`config.mk`:
```
export PLATFORM = sky130hd
export DESIGN_NAME = tlfo_queue
export DESIGN_NICKNAME = d
export VERILOG_FILES = /design/src/rtl/tlfo_pkg.sv /design/src/rtl/tlfo_queue.sv
export SDC_FILE = /design/constraint.sdc
export NUM_CORES = 1
export LEC_CHECK = 0
export ABC_AREA = 0
export ABC_CLOCK_PERIOD_IN_PS = 5100
export BUFFER_PORTS_ARGS = -buffer_cell sky130_fd_sc_hd__buf_2
export CORE_MARGIN = 2
export CORE_UTILIZATION = 50
export CTS_CLUSTER_SIZE = 12
export DETAILED_ROUTE_END_ITERATION = 10
export GPL_TIMING_DRIVEN = 1
export PLACE_DENSITY = 0.84
export SYNTH_ARGS = -nofsm -noshare
export SYNTH_HDL_FRONTEND = slang
export SYNTH_SLANG_ARGS = --single-unit
```
`constraint.sdc`:
```
create_clock -name i_clk -period 5.1 [get_ports i_clk]
set_input_delay 0 -clock i_clk [delete_from_list [all_inputs] [get_ports i_clk]]
set_output_delay 0 -clock i_clk [all_outputs]
set_load 0.02 [all_outputs]
```
`src/rtl/tlfo_pkg.sv`:
```
// shared types, constants and lookup tables of the tremolo block
package tlfo_pkg;

    localparam int COS_TABLE_BITS = 10;
    localparam int EXP_TABLE_BITS = 8;
    localparam int COS_QUARTER    = 1 << (COS_TABLE_BITS - 2);
    localparam int EXP_SIZE       = 1 << EXP_TABLE_BITS;
    localparam int COS_SHIFT      = 32 - COS_TABLE_BITS;
    localparam int EXP_SHIFT      = 12 - EXP_TABLE_BITS;
    localparam int MUL_W          = 27;
    localparam int PROD_W         = 2 * MUL_W;

    localparam logic [63:0] HALF_PI_Q30 = 64'd1686629713;
    localparam logic [63:0] LN2_Q30     = 64'd744261118;
    localparam logic [16:0] FULL        = 17'd65536;
    localparam logic [13:0] RATE_MAX    = 14'd14336;
    localparam logic signed [15:0] TRIG_HIGH = 16'sd3277;

    localparam logic [2:0] REG_RATE  = 3'd0;
    localparam logic [2:0] REG_WAVE  = 3'd1;
    localparam logic [2:0] REG_BLEND = 3'd2;
    localparam logic [2:0] REG_PHASE = 3'd3;
    localparam logic [2:0] REG_STEP  = 3'd4;
    localparam logic [2:0] REG_FADE  = 3'd5;

    typedef struct packed {
        logic [13:0] rate_knob;
        logic [16:0] wave_knob;
        logic [16:0] blend_knob;
        logic        phase_switch;
        logic [23:0] phase_step_per_hz;
        logic [16:0] fade_step;
    } t_cfg;

    typedef struct packed {
        logic signed [15:0] x;
        logic [20:0]        freq;
        logic [16:0]        wave;
        logic [16:0]        blend;
        logic               toggle;
    } t_item;

    typedef enum logic [9:0] {
        ST_IDLE  = 10'b0000000001,
        ST_FREQ  = 10'b0000000010,
        ST_PHASE = 10'b0000000100,
        ST_COS   = 10'b0000001000,
        ST_WAVE  = 10'b0000010000,
        ST_TREM  = 10'b0000100000,
        ST_MIX   = 10'b0001000000,
        ST_DRY   = 10'b0010000000,
        ST_FX    = 10'b0100000000,
        ST_DONE  = 10'b1000000000
    } t_state;

    typedef logic [17:0] t_exp_rom [EXP_SIZE + 1];
    typedef logic [16:0] t_cos_rom [COS_QUARTER + 1];

    function automatic t_exp_rom f_build_exp();
        t_exp_rom    rom;
        logic [63:0] y;
        logic [63:0] term;
        logic [63:0] sum;
        for (int j = 0; j <= EXP_SIZE; j++) begin
            y    = (64'(j) * LN2_Q30) >> EXP_TABLE_BITS;
            term = 64'd1 << 30;
            sum  = term;
            for (int k = 1; k <= 16; k++) begin
                term = ((term * y) >> 30) / 64'(k);
                sum  = sum + term;
            end
            rom[j] = 18'((sum + 64'd8192) >> 14);
        end
        return rom;
    endfunction

    function automatic t_cos_rom f_build_cos();
        t_cos_rom           rom;
        logic [63:0]        x;
        logic [63:0]        x2;
        logic [63:0]        term;
        logic signed [63:0] sum;
        logic signed [63:0] r;
        for (int i = 0; i <= COS_QUARTER; i++) begin
            x    = (64'(i) * HALF_PI_Q30) / 64'(COS_QUARTER);
            x2   = (x * x) >> 30;
            term = 64'd1 << 30;
            sum  = 64'sd1 <<< 30;
            for (int k = 1; k <= 10; k++) begin
                term = ((term * x2) >> 30) / 64'((2 * k - 1) * (2 * k));
                if (k % 2 == 1) begin
                    sum = sum - $signed(term);
                end else begin
                    sum = sum + $signed(term);
                end
            end
            if (sum <= 0) begin
                rom[i] = 17'd0;
            end else begin
                r = (sum + 64'sd8192) >>> 14;
                if (r > 64'sd65536) begin
                    r = 64'sd65536;
                end
                rom[i] = 17'(r);
            end
        end
        return rom;
    endfunction

    localparam t_exp_rom EXP_ROM = f_build_exp();
    localparam t_cos_rom COS_ROM = f_build_cos();

endpackage

```
`src/rtl/tlfo_queue.sv`:
```
// two-entry queue between front end and back end
module tlfo_queue (
    input  logic            i_clk,
    input  logic            i_rst_n,
    input  logic            i_push,
    input  tlfo_pkg::t_item i_item,
    input  logic            i_pop,
    output logic            o_full,
    output logic            o_empty,
    output tlfo_pkg::t_item o_item
);

    tlfo_pkg::t_item r_mem [2];
    logic r_wp, r_rp;
    logic [1:0] r_cnt;

    assign o_full  = (r_cnt == 2'd2);
    assign o_empty = (r_cnt == 2'd0);
    assign o_item  = r_mem[r_rp];

    always_ff @(posedge i_clk) begin
        if (i_push) begin
            r_mem[r_wp] <= i_item;
        end
    end

    always_ff @(posedge i_clk) begin
        if (!i_rst_n) begin
            r_wp  <= 1'b0;
            r_rp  <= 1'b0;
            r_cnt <= 2'd0;
        end else begin
            if (i_push) begin
                r_wp <= !r_wp;
            end
            if (i_pop) begin
                r_rp <= !r_rp;
            end
            r_cnt <= r_cnt + 2'(i_push) - 2'(i_pop);
        end
    end

endmodule

```
==> run_summary.xml <==
<?xml version="1.0" encoding="UTF-8"?>
<metrics>
  <group name="yosys">
    <metric name="synth_area_leader_cell" unit="">sky130_fd_sc_hd__edfxtp_1</metric>
    <metric name="synth.most_common_cell" unit="">sky130_fd_sc_hd__edfxtp_1</metric>
    <metric name="async_flop_share" unit="">0</metric>
    <metric name="yosys-top-cells-area" unit="">sky130_fd_sc_hd__edfxtp_1, sky130_fd_sc_hd__mux2_4, sky130_fd_sc_hd__buf_12</metric>
    <metric name="post_synth_num_cell_types" unit="">14</metric>
    <metric name="proportion_of_netlist_area_held_by_the_largest_area_contributor" unit="">0.749</metric>
    <metric name="synthesis.nets" unit="">323</metric>
    <metric name="synth-seq-area-share" unit="">0.766</metric>
    <metric name="synth_ff_type" unit="">sky130_fd_sc_hd__edfxtp_1</metric>
    <metric name="postSynthRegisterBits" unit="">149</metric>
    <metric name="ys_warn_count" unit="">0</metric>
    <metric name="netlist_top_cells_count" unit="">sky130_fd_sc_hd__edfxtp_1, sky130_fd_sc_hd__mux2_4, sky130_fd_sc_hd__buf_12, sky130_fd_sc_hd__dfxtp_1</metric>
    <metric name="postSynthAreaPerCell" unit="µm²">23.6</metric>
    <metric name="mappedNetlistArea" unit="µm²">5770</metric>
    <metric name="syn-instance-count" unit="">245</metric>
    <metric name="edff_count_synth" unit="">144</metric>
  </group>
  <group name="timing">
    <metric name="fin_crit_sh" unit="">0.484</metric>
    <metric name="finalSetupViolations" unit="">0</metric>
    <metric name="final_setup_margin" unit="ns">2.63</metric>
    <metric name="finalClockSkew" unit="ns">0.00428</metric>
    <metric name="tightestPinTransition" unit="ns">1.02</metric>
    <metric name="max_slew_margin" unit="">0.320</metric>
    <metric name="timing.final.max_slew_violations" unit="">0</metric>
    <metric name="maxClockFrequency" unit="GHz">0.405</metric>
    <metric name="timing.final.hold_violations" unit="">0</metric>
    <metric name="final.setup.tns" unit="ns">0</metric>
    <metric name="rsz0062_at_grt" unit="">no</metric>
    <metric name="finalWorstPathRequiredPeriod" unit="ns">2.47</metric>
  </group>
  <group name="run">
    <metric name="timing.max_cap.violations" unit="">0</metric>
  </group>
  <group name="clock_network">
    <metric name="clk_tree_root_cell" unit="">sky130_fd_sc_hd__clkbuf_16</metric>
    <metric name="clock-sinks" unit="">149</metric>
    <metric name="cts_buffers" unit="">17</metric>
    <metric name="cts.clk_slew.worst_paths" unit="ns">0.05</metric>
    <metric name="clock_insertion_delay_worst_skew" unit="ns">0.41</metric>
    <metric name="cts_htree_levels" unit="">4</metric>
    <metric name="cts-root-to-sink-buffers" unit="">2</metric>
    <metric name="clock_tree_from_tritoncts" unit="">yes</metric>
    <metric name="post_cts_resized" unit="">0</metric>
  </group>
  <group name="final_layout">
    <metric name="drive_gt1_frac" unit="">0.509</metric>
    <metric name="final.fill_count" unit="">697</metric>
    <metric name="n_antenna_cell" unit="">0</metric>
    <metric name="finalNetCount" unit="">561</metric>
    <metric name="layout.cells.non_filler" unit="">638</metric>
    <metric name="postLayoutCoreUtil" unit="">0.707</metric>
    <metric name="area_growth_syn_to_layout" unit="%">38.6</metric>
  </group>
  <group name="setup_path">
    <metric name="worst_ep_arrival_time" unit="ns">2.47</metric>
    <metric name="crit_path_cell_trace" unit="">buf_4 -&gt; mux2_2 -&gt; buf_2</metric>
    <metric name="class_of_the_most_critical_setup_path" unit="">reg2out</metric>
    <metric name="slowest_delay" unit="ns">0.77</metric>
    <metric name="critical-path-slowest-cell" unit="">sky130_fd_sc_hd__dfxtp_4</metric>
    <metric name="cp_data_required_time" unit="ns">5.10</metric>
    <metric name="timing.critical_path.fanout_max" unit="">39</metric>
    <metric name="crit_path_start_kind" unit="">flip-flop</metric>
    <metric name="timing.critical_path.to_type" unit="">output pin</metric>
  </group>
  <group name="route">
    <metric name="average_wire_length_per_cell_after_detail_routing" unit="µm">16.3</metric>
    <metric name="drtIter0Drc" unit="">154</metric>
    <metric name="ant_nets" unit="">0</metric>
    <metric name="num_vias" unit="">3029</metric>
    <metric name="finalWirelength" unit="µm">10400</metric>
    <metric name="dr.pass1.iters" unit="">4</metric>
    <metric name="route.detailed.drc" unit="">0</metric>
    <metric name="vias_per_cell" unit="">4.75</metric>
  </group>
  <group name="grt">
    <metric name="grt_max_degree" unit="">73</metric>
    <metric name="grt.overflow.total" unit="">0</metric>
    <metric name="grt_first_pass_wirelength" unit="µm">16200</metric>
    <metric name="initial_antenna_violation_count" unit="">0</metric>
    <metric name="track_usage" unit="">0.174</metric>
    <metric name="via_count_of_the_first_global_routing_pass" unit="">3278</metric>
  </group>
  <group name="worst_hold_path">
    <metric name="hold_path.class" unit="">in2reg</metric>
  </group>
  <group name="die">
    <metric name="design.portCount" unit="">150</metric>
    <metric name="die_height" unit="µm">111</metric>
    <metric name="initial_core_util" unit="">0.510</metric>
    <metric name="fp-row-count" unit="">39</metric>
    <metric name="floorplan.die_area" unit="µm²">12400</metric>
    <metric name="placeableCoreArea" unit="µm²">11300</metric>
    <metric name="die-width" unit="µm">111</metric>
  </group>
  <group name="placement">
    <metric name="place_inst" unit="">531</metric>
    <metric name="place.port_buffers" unit="">149</metric>
    <metric name="gp_congestion" unit="">0.657</metric>
    <metric name="dp_hpwl" unit="µm">5880</metric>
    <metric name="pre_cts_ws" unit="ns">2.96</metric>
  </group>
  <group name="pwr">
    <metric name="ir_drop" unit="mV">0.247</metric>
    <metric name="static-leakage-power" unit="µW">0.00324</metric>
    <metric name="power_per_unit_of_standard_cell_area" unit="nW/µm²">406</metric>
  </group>
  <group name="run_status">
    <metric name="outcome" unit="">completed</metric>
  </group>
</metrics>
## stage by stage
step	area (µm²)	total power, µW	hold WS, ns
after global placement	6580	1820	0.187
after global routing	8000	3360	0.305
after detailed placement	6580	1830	0.191
after floorplan	5770	1740	0.0989
after CTS	8000	3270	0.291
final	8000	3250	0.310
## placed cells by master (no fill, tap or decap), drive strengths merged
cell type | synthesis | routed
clkbuf | 0 | 18
buf | 8 | 151
nor2 | 1 | 1
and2 | 4 | 4
xor2 | 1 | 1
clkinv | 0 | 6
bufinv | 0 | 7
dfxtp | 5 | 5
o21a | 1 | 1
xnor3 | 1 | 1
mux2 | 72 | 72
inv | 2 | 2
ha | 2 | 2
nor2b | 4 | 4
dlygate4sd3 | 0 | 76
edfxtp | 144 | 144
## worst paths after layout
check        startpoint      endpoint  slack [ns]  depth (start not counted)
max           flip-flop     o_item[0]        2.63                          3
min          i_item[22]  r_mem[0][22]        0.31                          2
max reg2reg        r_wp  r_mem[0][50]        2.97                          2
min reg2reg        r_rp     flip-flop        0.59                          2
## cell families after synthesis
kind of cell,Yosys count,synth area share
xor gates and xnor gates,2,0.00542
buffers and inverters,10,0.0275
adders and majority gates,2,0.00433
DFF,149,0.766
AOI/OAI and AO/OA,1,0.00130
and+or+nand+nor,9,0.00932
muxes,72,0.186
## report_power, final
group	internal (µW)	switching [µW]
combinational	209	196
clock	954	440
sequential	1420	33.2
## metal layers
layer	wire length, µm	track usage	up-vias	part of all wire
li1	-	-	1443	-
met1	4060	0.190	1469	0.39
met2	5650	0.313	101	0.54
met3	500	0.0615	16	0.048
met4	166	0.0642	0	0.016
met5	0	0	-	0
## worst max-delay path: cells and delay by family (launching register included)
| family | cells | cell delay, ns |
|---|---|---|
| buffers and inverters | 2 | 0.85 |
| DFF | 1 | 0.77 |
| muxes | 1 | 0.42 |
## layout make-up
class,instances,area [µm²],area share
flip-flops and latches,149,4430,0.553
clock buffers,18,429,0.0536
repair buffers,227,1520,0.190
well taps,143,179,0.0224
inverters,2,7.51,0.000938
multi-input cells,86,1200,0.150
clock inverters,13,235,0.0294
## registers in the layout, summed over array words and instances, names as in the netlist, named ones only
signal	cells
r_cnt	2
r_mem	144
r_rp	1
r_wp	1
## timing repair
item / 4_1_cts / 5_1_grt
endpoints found under the setup margin: 0 / 0
endpoints found under the hold margin: 149 / 0
hold buffers: 76 / 0
setup buffers: 0 / 0
Note: power is estimated with default switching activity, not from simulation.
